### config.mk
export PLATFORM = sky130hd
export DESIGN_NAME = atn_mul
export DESIGN_NICKNAME = d
export VERILOG_FILES = /design/src/rtl/core/atn_pkg.sv /design/src/rtl/core/atn_mul.sv
export SDC_FILE = /design/constraint.sdc
export NUM_CORES = 2
export LEC_CHECK = 0
export BUFFER_PORTS_ARGS = -buffer_cell sky130_fd_sc_hd__buf_4
export CORE_ASPECT_RATIO = 0.8
export CORE_MARGIN = 2
export CORE_UTILIZATION = 46
export CTS_CLUSTER_DIAMETER = 120
export CTS_CLUSTER_SIZE = 10
export DETAILED_ROUTE_END_ITERATION = 6
export PLACE_DENSITY_LB_ADDON = 0.3
export SLEW_MARGIN = 20
export SYNTH_ARGS = -nofsm -noshare
export SYNTH_HDL_FRONTEND = slang
export SYNTH_SLANG_ARGS = --single-unit
export TNS_END_PERCENT = 30
### constraint.sdc
create_clock -name clk -period 22.4 [get_ports clk]
set_input_delay 1.12 -clock clk [delete_from_list [all_inputs] [get_ports clk]]
set_output_delay 1.12 -clock clk [all_outputs]
set_load 0.02 [all_outputs]
### src/rtl/core/atn_pkg.sv
// ---------------------------------------------------------------------------
// atn_pkg
// Shared types and fixed-point constants for the four-quadrant arctangent.
// ---------------------------------------------------------------------------
package atn_pkg;

  localparam int COORD_WIDTH_DEF     = 32;
  localparam int ANGLE_FRAC_BITS_DEF = 29;
  localparam int ACC_W               = 44;
  localparam int RATIO_W             = 33;
  localparam int Q_BITS              = 33;
  localparam int INT_FRAC            = 40;
  localparam int N_STEPS             = 11;
  localparam int MAG_W               = 48;

  typedef logic signed [ACC_W-1:0] acc_t;
  typedef logic [RATIO_W-1:0]      ratio_t;

  typedef struct packed {
    logic zero;
    logic eq;
    logic xneg;
    logic yneg;
    logic swap;
  } atn_flags_t;

  typedef struct packed {
    atn_flags_t flags;
    ratio_t     a;
    ratio_t     a2;
  } atn_side_t;

  localparam acc_t K_INIT    = -44'sd4581298449;
  localparam acc_t K_HALF_PI = 44'sd1727108826179;
  localparam acc_t K_PI      = 44'sd3454217652358;

  localparam acc_t STEP_K [N_STEPS] = '{
    44'sd39268272421,
    -44'sd142725067067,
    44'sd274877906944,
    -44'sd268630681786,
    44'sd54975581389,
    44'sd114532461227,
    -44'sd157073089682,
    44'sd219902325555,
    -44'sd366503875925,
    44'sd1099511627776,
    44'sd0
  };

  // Steps that multiply by the squared ratio
  localparam logic [N_STEPS-1:0] STEP_A2 = 11'b01111000000;

endpackage

### src/rtl/core/atn_mul.sv
// ---------------------------------------------------------------------------
// atn_mul
// One Horner step: k + round(mult * v / 2^32), split over two stages.
// ---------------------------------------------------------------------------
module atn_mul import atn_pkg::*; (
  input  logic      clk,
  input  logic      rst_n,
  input  logic      adv,
  input  logic      in_valid,
  input  atn_side_t in_side,
  input  ratio_t    in_mult,
  input  acc_t      in_v,
  input  acc_t      in_k,
  output logic      out_valid,
  output atn_side_t out_side,
  output acc_t      out_acc
);

  logic [ACC_W-1:0] m;
  logic [11:0]      hi;
  logic [31:0]      lo;
  logic [44:0]      ph_nxt;
  logic [64:0]      pl_nxt;

  logic             vld1_r;
  logic             neg_r;
  acc_t             k_r;
  atn_side_t        side1_r;
  logic [44:0]      ph_r;
  logic [64:0]      pl_r;

  logic [44:0]      p;
  acc_t             sp;
  acc_t             acc_nxt;

  logic             vld2_r;
  atn_side_t        side2_r;
  acc_t             acc_r;

  assign m      = in_v[ACC_W-1] ? ACC_W'(-in_v) : ACC_W'(in_v);
  assign hi     = m[ACC_W-1:32];
  assign lo     = m[31:0];
  assign ph_nxt = 45'(in_mult) * 45'(hi);
  assign pl_nxt = 65'(in_mult) * 65'(lo);

  assign p       = ph_r + 45'((pl_r + 65'h0_8000_0000) >> 32);
  assign sp      = neg_r ? -acc_t'(p[ACC_W-1:0]) : acc_t'(p[ACC_W-1:0]);
  assign acc_nxt = k_r + sp;

  always_ff @(posedge clk) begin
    if (!rst_n) begin
      vld1_r <= 1'b0;
      vld2_r <= 1'b0;
    end else if (adv) begin
      vld1_r <= in_valid;
      vld2_r <= vld1_r;
    end
  end

  always_ff @(posedge clk) begin
    if (adv) begin
      neg_r   <= in_v[ACC_W-1];
      k_r     <= in_k;
      side1_r <= in_side;
      ph_r    <= ph_nxt;
      pl_r    <= pl_nxt;
      side2_r <= side1_r;
      acc_r   <= acc_nxt;
    end
  end

  assign out_valid = vld2_r;
  assign out_side  = side2_r;
  assign out_acc   = acc_r;

endmodule

### Word level (Yosys, flattened, before mapping)

Index checks and enable logic that the tools add are counted.

| storage, ports and cells | value |
|---|---|
| register bits after elaboration | 342 |
| input bits | 196 |
| output and inout port bits | 116 |
| logic and storage cells | 30 |

| operators by class | value |
|---|---|
| add/sub/neg operators | 5 |
| multiply operators | 2 |
| mux-type cells | 2 |

Operators by type and width:

| operator | number |
|---|---|
| $mux 44 | 2 |
| $neg 44->44 | 2 |
| $add 65x32->65 const B | 1 |
| $mul 33x32->65 | 1 |
| $add 44x33->44 | 1 |
| $add 44x44->44 | 1 |
| $mul 33x12->44 | 1 |

### Logic depth before layout (Yosys ltp)

| logic depth | value |
|---|---|
| depth in word-level cells | 5 |
| mapped depth | 38 |
| mapped depth without buffers | 35 |

### Worst setup path after synthesis

No wires, ideal clock.

| timing | value |
|---|---|
| kind | input to register |
| from | input in_v[8] |
| to | register pl_r[62] (data pin) |
| setup time | 0.258 ns |
| data arrival time | 10.700 ns |
| required time | 22.142 ns |
| path slack | 11.442 ns |
| cell stages on the path | 32 |
| buffers on the path | 1 |
| cells stage by stage | or4_1 -> or3_1 -> or4_1 -> or3_1 -> or4_1 -> o21ai_0 -> xnor2_1 -> clkbuf_1 -> and2_1 -> fa_1 -> fa_1 -> fa_1 -> fa_1 -> fa_1 -> fa_1 -> fa_1 -> inv_1 -> fa_1 -> inv_1 -> ha_1 -> a21o_1 -> a21o_1 -> a21oi_1 -> nand3_1 -> a21oi_1 -> a21oi_1 -> a211oi_1 -> o21ai_0 -> a2111oi_0 -> o21bai_1 -> a21oi_1 -> xnor2_1 |

| on the way | value |
|---|---|
| cells in the longest elaborated chain, start to end | 3 |

Ends and longest elaborated chain:

| what | RTL line | RTL |
|---|---|---|
| start: declaration | atn_mul.sv:12 | `input acc_t in_v,` |
| $neg 44->44 | atn_mul.sv:40 | `assign m = in_v[ACC_W-1] ? ACC_W'(-in_v) : ACC_W'(in_v);` |
| $mux 44 (*) | atn_mul.sv:40 |  |
| $mul 33x32->65 (*) | atn_mul.sv:44 | `assign pl_nxt = 65'(in_mult) * 65'(lo);` |
| net pl_nxt[62] | atn_mul.sv:23 | `logic [64:0] pl_nxt;` |
| end signal: assignment | atn_mul.sv:66 | `pl_r <= pl_nxt;` |
| end: declaration | atn_mul.sv:30 | `logic [64:0] pl_r;` |

Mark *: on every way through the listed nets, which the timed path passes. The rest lies on a longest branch.
A chain may end at the register's enable or synchronous reset.

### Worst setup path after layout

| timing | value |
|---|---|
| from | input in_v[2] |
| to | register pl_r[62] (data pin) |

The elaborated chain is that of the path after synthesis.

==> metrics <==
syn_nets=8166; DRT Pass-1 Iters=6; WL met3=16500 um; Synthesis Warnings=0; reg2reg setup slack=14.14 ns; drt via density=5.40; ys flop type=edfxtp_1; Hold Fails Final Rpt=0; total global-route track usage=25.0%; Setup Buffers After CTS=0; final core utilization=50.5%; share of flip-flops with an asynchronous set or reset=0%; Die Ht=328 um; Seq/Total Area, Yosys=15.4%; Final min period=12.25 ns; # DRC=0; Unique masters post-synth=85; critical path class=primary input to register; Core Box Area=0.130 mm^2; most frequent cells in the layout=inv_1, fa_1, nand2_1; commonest non-fill, non-tap cell in the layout=inv_1; Fmax=81.7 MHz; Initial DRC Count=3261; WL met2=73100 um; TNS Setup=0 ns; die area=0.134 mm^2; Synth Register Bits=311; wire length on met1=72700 um; simple-gate share of the synthesized area=15.4%; critical path fanouts, max=33; cells on worst reg2reg path=28; Initial Util=46.5%; Root Driver=clkbuf_16; CP startpoint=in_v[2]; Fill cells=11900; r2r endpoint=out_acc[43]$_DFFE_PP_; CTS Sinks=311; CP max stage delay=0.82 ns; CTS Hold Bufs=0; DR top layer=met5; layout cell share with drive strength beyond 1=7.58%; compound-cell area share of the yosys netlist=5.86%; pin slew with the least headroom to its limit=0.998 ns; Post-Synth Adder-Cell Area=49.6%; Resized cells post-CTS=0; H-tree levels=2; Final Skew=0.0202 ns; CTS Buf Count=37; clk slew on worst S/H paths=0.06 ns; Port Buf Inserts=311; final wirelength=165000 um; Critical Path Most Common Cell=fa_1; largest net degree at the start of global routing=179; CP Capture Point=pl_r[62]$_DFFE_PP_; CTS max path bufs=3; total grt overflow=0; reg2reg start=pl_r[33]$_DFFE_PP_; Worst EP arrival=12.53 ns; post-route ant nets=0; number of global-route vias before repair=45700; placed cell count=8091; # nets final=8242; area grow syn2layout=8.42%; worst skew pair latency=0.54 ns; TritonCTS clock tree=built; Rows=118; fin cells=8143; initial antenna violation count=15; Syn Inst Count=6314; Syn Std Cell Area=0.0605 mm^2; number of flops mapped to enable cells by yosys=309; RePlAce Congestion=0.934; largest family of logic cells by synthesized area=adder cells; wire length per cell=20.3 um; CP Data Required Time=22.68 ns; status=finished, final reports clean; die width=409 um; slowest stage cell, crit path=a2111oi_0; Final period util=54.7%; io pins=312; Crit. End Element=register; unrepaired setup endpoints after global routing=no; Worst Setup Start Kind=primary input; Slew headroom=31.8%; via count=43900; multiplexer share of the synthesized area=0.101%; Worst Hold Class=register to register; # Max-Cap Violations=0; max-slew violations=0; # setup viols final=0; Synth Area in XOR/XNOR=3.69%; Final HPWL DP=125000 um; first-pass GRT wire length=262000 um; Avg Cell Area, Syn=9.58 um^2
[Yosys cell counts, types with 55 or more instances]
master	count	share of area, %
nor2_1	102	0.63
o21ai_0	89	0.74
ha_1	420	8.7
a21o_1	82	1.0
inv_1	1263	7.8
edfxtp_1	309	15
nand2_1	1064	6.6
xor2_1	55	0.80
fa_1	1236	41
xnor2_1	197	2.9
a21oi_1	150	1.2
nor2b_1	147	1.5
clkbuf_1	310	1.9
and2_1	398	4.1
[per-stage QoR]
step / hold slack, ns / setup WS [ns] / cell area, um^2
2_1_floorplan: 0.400 / 11.44 / 60500
3_3_place_gp: 0.400 / 10.01 / 64500
3_5_place_dp: 0.405 / 9.80 / 64500
4_1_cts: 0.415 / 10.34 / 65600
5_1_grt: 0.419 / 9.57 / 65600
6_report: 0.410 / 10.15 / 65600
[per-layer routing]
layer  vias up  global-route usage, %
met5         -                      0
met4        12                   4.52
met3       204                   5.40
met2      1813                   38.2
met1     22500                   37.0
li1      19400                      -
[area by class of cell]
cell class	instances	area, um^2	area share, %
Antenna cell	2	5.00	0.00763
Clock inverter	3	47.5	0.0725
Multi-Input combinational cell	4411	45500	69.4
Clock buffer	47	985	1.50
Timing Repair Buffer	366	2770	4.22
Sequential cell	311	9320	14.2
Tap cell	1740	2180	3.32
Inverter	1263	4740	7.23
[cells by family after synthesis]
family / after synthesis
AND/OR/NAND/NOR: 1959
adder cells (fa/ha/maj): 1656
buffers and inverters: 1592
AO/OA/AOI/OAI: 537
flip-flops: 311
XOR/XNOR: 253
multiplexers: 6
[worst max-delay path, delay by kind of cell]
| kind | cells | cell delay (ns) |
|---|---|---|
| adder cells (fa/ha/maj) | 9 | 4.06 |
| buffers and inverters | 4 | 0.60 |
| AND/OR/NAND/NOR | 8 | 2.83 |
| AO/OA/AOI/OAI | 11 | 3.62 |
| XOR/XNOR | 2 | 0.23 |
[registers in the layout (all words and copies together), names as in the netlist]
name,cells
out_acc,44
neg_r,1
vld1_r,1
pl_r,34
out_side,71
out_valid,1
side1_r,71
k_r,44
ph_r,44
[worst min-delay path by stage]
stage | slack [ns] | start | to | cells past startpoint
after floorplan | 0.40 | side1_r[0]$_DFFE_PP_ | out_side[0]$_DFFE_PP_ | 0
after global placement | 0.40 | side1_r[29]$_DFFE_PP_ | out_side[29]$_DFFE_PP_ | 0
after detailed placement | 0.40 | side1_r[12]$_DFFE_PP_ | out_side[12]$_DFFE_PP_ | 0
after CTS | 0.42 | side1_r[54]$_DFFE_PP_ | out_side[54]$_DFFE_PP_ | 0
after global routing | 0.42 | side1_r[44]$_DFFE_PP_ | out_side[44]$_DFFE_PP_ | 0
final | 0.41 | side1_r[60]$_DFFE_PP_ | out_side[60]$_DFFE_PP_ | 0
Power is not shown: default switching activity piles up to over one toggle a cycle in this logic, so the estimate is an artifact.
