==> config.mk <==
export PLATFORM = sky130hd
export DESIGN_NAME = atn_div
export DESIGN_NICKNAME = d
export VERILOG_FILES = /design/src/rtl/core/atn_pkg.sv /design/src/rtl/core/atn_div.sv
export SDC_FILE = /design/constraint.sdc
export NUM_CORES = 2
export LEC_CHECK = 0
export BUFFER_PORTS_ARGS = -buffer_cell sky130_fd_sc_hd__buf_2
export CORE_MARGIN = 5
export CORE_UTILIZATION = 30
export DETAILED_ROUTE_END_ITERATION = 8
export PLACE_DENSITY = 0.44
export SLEW_MARGIN = 15
export SYNTH_ARGS = -nofsm -noshare
export SYNTH_HDL_FRONTEND = slang
export SYNTH_SLANG_ARGS = --single-unit
==> constraint.sdc <==
create_clock -name clk -period 10.2 [get_ports clk]
set_input_delay 1.02 -clock clk [delete_from_list [all_inputs] [get_ports clk]]
set_output_delay 1.02 -clock clk [all_outputs]
set_load 0.01 [all_outputs]
==> src/rtl/core/atn_pkg.sv <==
// ---------------------------------------------------------------------------
// atn_pkg
// Shared types and fixed-point constants for the four-quadrant arctangent.
// ---------------------------------------------------------------------------
package atn_pkg;

  localparam int COORD_WIDTH_DEF     = 32;
  localparam int ANGLE_FRAC_BITS_DEF = 29;
  localparam int ACC_W               = 44;
  localparam int RATIO_W             = 33;
  localparam int Q_BITS              = 33;
  localparam int INT_FRAC            = 40;
  localparam int N_STEPS             = 11;
  localparam int MAG_W               = 48;

  typedef logic signed [ACC_W-1:0] acc_t;
  typedef logic [RATIO_W-1:0]      ratio_t;

  typedef struct packed {
    logic zero;
    logic eq;
    logic xneg;
    logic yneg;
    logic swap;
  } atn_flags_t;

  typedef struct packed {
    atn_flags_t flags;
    ratio_t     a;
    ratio_t     a2;
  } atn_side_t;

  localparam acc_t K_INIT    = -44'sd4581298449;
  localparam acc_t K_HALF_PI = 44'sd1727108826179;
  localparam acc_t K_PI      = 44'sd3454217652358;

  localparam acc_t STEP_K [N_STEPS] = '{
    44'sd39268272421,
    -44'sd142725067067,
    44'sd274877906944,
    -44'sd268630681786,
    44'sd54975581389,
    44'sd114532461227,
    -44'sd157073089682,
    44'sd219902325555,
    -44'sd366503875925,
    44'sd1099511627776,
    44'sd0
  };

  // Steps that multiply by the squared ratio
  localparam logic [N_STEPS-1:0] STEP_A2 = 11'b01111000000;

endpackage

==> src/rtl/core/atn_div.sv <==
// ---------------------------------------------------------------------------
// atn_div
// Restoring long division, one quotient bit per pipeline stage.
// ---------------------------------------------------------------------------
module atn_div import atn_pkg::*; #(
  parameter int COORD_WIDTH = COORD_WIDTH_DEF
) (
  input  logic                   clk,
  input  logic                   rst_n,
  input  logic                   adv,
  input  logic                   in_valid,
  input  atn_flags_t             in_flags,
  input  logic [COORD_WIDTH-1:0] in_mn,
  input  logic [COORD_WIDTH-1:0] in_mx,
  output logic                   out_valid,
  output atn_flags_t             out_flags,
  output logic [Q_BITS-1:0]      out_q
);

  logic                   vld_r   [Q_BITS];
  atn_flags_t             flags_r [Q_BITS];
  logic [COORD_WIDTH-1:0] rem_r   [Q_BITS];
  logic [COORD_WIDTH-1:0] mx_r    [Q_BITS];
  logic [Q_BITS-1:0]      q_r     [Q_BITS];

  for (genvar i = 0; i < Q_BITS; i++) begin : g_stage
    logic                   vld_in;
    atn_flags_t             flags_in;
    logic [COORD_WIDTH-1:0] rem_in;
    logic [COORD_WIDTH-1:0] mx_in;
    logic [Q_BITS-1:0]      q_in;
    logic [COORD_WIDTH:0]   t;
    logic                   ge;
    logic [COORD_WIDTH-1:0] rem_nxt;

    if (i == 0) begin : g_first
      assign vld_in   = in_valid;
      assign flags_in = in_flags;
      assign rem_in   = in_mn;
      assign mx_in    = in_mx;
      assign q_in     = '0;
    end else begin : g_rest
      assign vld_in   = vld_r[i-1];
      assign flags_in = flags_r[i-1];
      assign rem_in   = rem_r[i-1];
      assign mx_in    = mx_r[i-1];
      assign q_in     = q_r[i-1];
    end

    assign t       = {rem_in, 1'b0};
    assign ge      = t >= {1'b0, mx_in};
    assign rem_nxt = ge ? COORD_WIDTH'(t - {1'b0, mx_in}) : COORD_WIDTH'(t);

    always_ff @(posedge clk) begin
      if (!rst_n) begin
        vld_r[i] <= 1'b0;
      end else if (adv) begin
        vld_r[i] <= vld_in;
      end
    end

    always_ff @(posedge clk) begin
      if (adv) begin
        flags_r[i] <= flags_in;
        rem_r[i]   <= rem_nxt;
        mx_r[i]    <= mx_in;
        q_r[i]     <= {q_in[Q_BITS-2:0], ge};
      end
    end
  end

  assign out_valid = vld_r[Q_BITS-1];
  assign out_flags = flags_r[Q_BITS-1];
  assign out_q     = q_r[Q_BITS-1];

endmodule

---- Word-level counts from Yosys, hierarchy flattened ----
Memory sizes are Yosys's and may differ from the RTL's.
Index checks and enable logic that the tools add are counted.
storage, ports and cells
  memories kept ........................... 5
  bits in registers ....................... 0
  memory bits (writable) .................. 3,399
  word-level logic and storage cells ...... 175
  input port bits ......................... 73
  output and inout bits ................... 39
memory list
  name     depth  bits a word  read ports  clocked after memory_dff  write ports  line           source
  q_r      33     33           33          0                         33           atn_div.sv:24  logic [Q_BITS-1:0] q_r [Q_BITS];
  mx_r     33     32           32          0                         33           atn_div.sv:23  logic [COORD_WIDTH-1:0] mx_r [Q_BITS];
  rem_r    33     32           32          0                         33           atn_div.sv:22  logic [COORD_WIDTH-1:0] rem_r [Q_BITS];
  flags_r  33     5            33          0                         33           atn_div.sv:21  atn_flags_t flags_r [Q_BITS];
  vld_r    33     1            33          0                         33           atn_div.sv:20  logic vld_r [Q_BITS];
cells by class
  order comparisons ....................... 33
  bitwise gates (word level) .............. 33
  $add $sub $neg .......................... 33
  muxes and demuxes ....................... 71
operators by type and width
  cell              count
  $ge A33 B32 Y1    33
  $mux W32          33
  $sub A32 B32 Y32  33
  $mux W1           38
  $or A1 B1 Y1      33

---- Longest topological paths before layout ----
  depth after elaboration ................. 4
  depth in mapped cells ................... 16

---- Worst setup path before layout ----
Ideal clock, no wire load.
  kind .................................... input port to flip-flop
  start point ............................. input port in_mx[4]
  end point ............................... memory rem_r[0][31] (netlist name) (data pin)
  data required time ...................... 9.940 ns
  arrival time ............................ 3.692 ns
  path buffers ............................ 0
  library setup time ...................... 0.260 ns
  stages on the path ...................... 13
  path slack .............................. 6.248 ns
  cell sequence ........................... inv_1 > ha_1 > a21oi_1 > nand2_1 > o21ai_0 > a31oi_1 > o41ai_1 > o21ai_0 > or4b_2 > nand2_1 > o21ai_0 > xor2_1 > mux2_2
RTL lines
  element      line           source
  from (decl)  atn_div.sv:14  input logic [COORD_WIDTH-1:0] in_mx,
  to (decl)    atn_div.sv:22

==> results <==
- The number of antenna violations at the first check in global routing is 8.
- For the worst-skew pair, the clock arrives at the later sink with an insertion delay of 0.97 ns.
- The area overhead of the layout relative to synthesis is 13.3%.
- The weighted congestion at the end of routability-driven global placement is 0.852.
- In the global route stage, met2 resource usage came out at 0.270.
- The die is 718 um wide.
- The cell area after synthesis is 151,000 sq um.
- The hold violation total from the final report was 0.
- The full die area is 516,000 sq um.
- The pre-CTS setup slack is 5.10 ns.
- Post-CTS timing repair inserted 0 buffers for setup.
- The H-tree depth is 5.
- No sink is reached through more buffers than the 4 on the longest clock path.
- Among all flip-flop cells after synthesis, the most frequent one is edfxtp_1.
- The worst path setup slack after routing is 5.08 ns.
- The synthesized design contains 2,807 register bits.
- The number of nets in the finished design is 14,000.
- STA puts the critical path data arrival time at 5.77 ns.
- Across every metal layer, demand over resource in global routing totals 0.143.
- The first global-routing pass estimated 580,000 um of wire.
- The met1 demand-to-capacity share in global routing is 0.169.
- The utilization of the core after routing is 0.341.
- For this run, design rule violations remaining after detail routing come to 0.
- Summing internal, switching and leakage power gives 55.4 mW.
- The total setup violations reported at the end of the flow is 0.
- The aggregate routed wire length is 383,000 um.
- The number of synthesized flops with an enable pin is 2,806.
- The number of iterations in the first detailed-routing pass is 5.
- The clock root buffer is clkbuf_16.
- The number of maximum-capacitance constraint violations is 0.
- The net switching power is 20.5 mW.
- Pin placement for this block handled 112 I/O pins.
- The startpoint identified for the worst hold timing path is in_mx[13].
- The share of the Yosys chip area taken by registers is 0.560.
- Based on the critical path, the design can be clocked at up to 0.195 GHz.
- STA classifies the critical path startpoint as a flop.
- The endpoint kind of the worst setup timing path is a flop.
- The count of nets left with antenna violations once routing finished came out at 0.
- In the final timing run, aggregate negative setup slack is 0 ns.
- The share of total power dissipated in sequential elements is 0.344.
- The clock-pin slew reported for the worst setup and hold paths after clock tree synthesis is 0.06 ns.
- The initial cell density of the core is 0.301.
- Of all flip-flops after synthesis, the portion carrying an async set or reset was 0.
- The startpoint identified for the worst register-to-register timing path is rem_r[0][389]$_DFFE_PP_.
- The worst-case register-to-register setup slack is 5.08 ns.
- For this run the aggregate overflow at the end of global routing stands at 0.
- Of the total power, the share spent switching nets is 0.369.
- The internal power of the cells totals 35.0 mW.
- After detailed routing, the average wire length per cell comes to 19.3 um.
- The clock power share is 0.221.
- The number of hold buffers added after CTS was 0.
- The maximum number of pins on one net before global-route repair is 168.
- The via count of the first global-routing pass is 94,500.
- The total area inside the core boundary comes to 501,000 sq um.
- The violation count after the first detailed-routing iteration is 5,663.
- Dividing total power by cell area gives a power density of 325 nW/um^2.
- The start point of the critical path is rem_r[0][389]$_DFFE_PP_.
- The critical path in this run is classified as reg2reg.
- The distinct cell type count of the synthesized netlist is 93.
- The post-cts repair resize count is 0.
- The filler cell count is 49,700.
- For the pin with the worst max-slew slack, the measured transition is 1.13 ns.
- The clock skew is 0.0989 ns.
- The worst slew margin relative to its limit is 0.244.
- The leading cell type in the layout, fill and taps excluded is edfxtp_1.
- TritonCTS built the clock tree.
- The part of the power in combinational logic is 0.435.
- The number of placement rows is 260.
- The top cell types in the final layout, fill and taps aside, are 2,806 x edfxtp_1, 1,286 x inv_1, 1,055 x ha_1.
- The data required time at the worst endpoint is 10.85 ns.
- The max-slew violation count is 0.
- Detailed placement ended at an HPWL of 288,000 um.
- In this run the vertical extent of the chip is 718 um.
- The worst path in the final design needs a cycle of 5.12 ns, including I/O delays and setup.
- For met3 alone, demand over resource in global routing was 0.0149.
- The worst-case IR drop observed on VDD is 163 uV.
- Setup repair after global routing left no endpoint under its margin.
- The number of buffers created by CTS is 345.
- The tightest hold path in the finished design has a slack of 0.247 ns.
- The average footprint of a synthesized cell is 12.0 sq um.
- The number of instances in the synthesized netlist is 12,600.
- In the final layout, the share of cells above drive strength 1 is 0.102.
- The flow ran to the end, and the final reports show no timing, DRC or antenna violations.
- Of all nets on the critical path, the largest fanout is 19.
- Counting every net in the synthesized netlist gives 13,800.
- In this run the most used layer during global routing was met2.
- Using the TritonRoute via totals, the vias-per-cell ratio works out to 4.75.
- The path class of the tightest hold or removal check is in2reg.
- The clock drives 2,807 sinks.
- The routed layout has 94,200 vias.
- The post-route fraction of the period consumed by the critical path is 0.501.
- Port buffering added 111 buffers.
- The number of warning messages in the yosys log is 0.
- For this design the static power due to leakage is 67.7 nW.
==> state kept, by name (all words and copies together), names as in the netlist <==
name and count:
mx_r 1024, rem_r 1024, q_r 561, flags_r 165, vld_r 33
==> cell families (layout without fill, tap and decap cells) <==
group	Yosys count	after routing	synth area share
adder cells (fa/ha/maj)	1087	1087	0.0919
other	0	2	0
AND/OR/NAND/NOR	2543	2543	0.0812
buffers and inverters	1544	2105	0.0391
flip-flops	2807	2807	0.560
XOR/XNOR	865	865	0.0503
AO/OA/AOI/OAI	3104	3104	0.130
multiplexers	645	645	0.0480
==> layout make-up <==
class                      count  area (sq um)  area share
inverter                    1286          4830      0.0283
tap                         6681          8360      0.0490
multi-input combinational   8244         60600       0.355
clock buffer                 409          8960      0.0525
clock inverter               220          2290      0.0134
antenna                        2          5.00   0.0000293
timing repair buffer         190          1280     0.00748
sequential                  2807         84300       0.494
==> metrics by stage <==
stage / instances / area (sq um)
floorplan: 12600 / 151000
finish: 19800 / 171000
CTS: 19800 / 171000
global placement: 19200 / 159000
global route: 19800 / 171000
detailed placement: 19200 / 159000
==> worst paths after layout <==
check	endpoint	depth (start not counted)
worst max register to register	rem_r[0][423]$_DFFE_PP_	13
worst min register to register	mx_r[0][316]$_DFFE_PP_	0
worst max-delay path	rem_r[0][423]$_DFFE_PP_	13
worst min-delay path	mx_r[0][13]$_DFFE_PP_	1
==> metal layers <==
layer,wire length [um],share of wire,vias to the layer above
met5,0,0,-
met4,12400,0.032,0
met3,10100,0.026,568
met2,202000,0.53,1246
met1,159000,0.41,45400
li1,-,-,47000
==> power groups by stage <==
stage / sequential, mW / combinational (mW) / clock, mW
after global placement: 19.4 / 24.2 / 0
after CTS: 19.2 / 24.3 / 12.8
after detailed placement: 19.4 / 24.1 / 0
final: 19.0 / 24.1 / 12.3
after global routing: 19.3 / 26.9 / 13.2
after floorplan: 18.0 / 18.6 / 0
==> synthesized netlist by cell type, types with 164 or more instances <==
master / number / area share
mux2_2: 556 / 0.042
nor2b_1: 174 / 0.0072
inv_1: 1286 / 0.032
a21oi_1: 962 / 0.032
nor2_1: 684 / 0.017
ha_1: 1055 / 0.088
o21a_1: 164 / 0.0082
nand2_1: 696 / 0.017
clkbuf_1: 207 / 0.0052
edfxtp_1: 2806 / 0.56
xnor2_1: 514 / 0.030
xor2_1: 351 / 0.020
o21ai_0: 700 / 0.023
a21o_1: 526 / 0.026
nand3_1: 215 / 0.0071
==> critical path, stage by stage, from the launching register on <==
cell and delay (ns):
edfxtp_1 0.38, ha_1 0.38, a21oi_1 0.27, o21ai_0 0.17, or4_1 0.45, o211a_1 0.30
a211oi_1 0.66, a21oi_1 0.22, a31oi_1 0.45, o31ai_1 0.14, nand2_1 0.11, nand3_1 0.50
buf_4 0.46, mux2_1 0.35
Note: power is estimated with default switching activity, not from simulation.
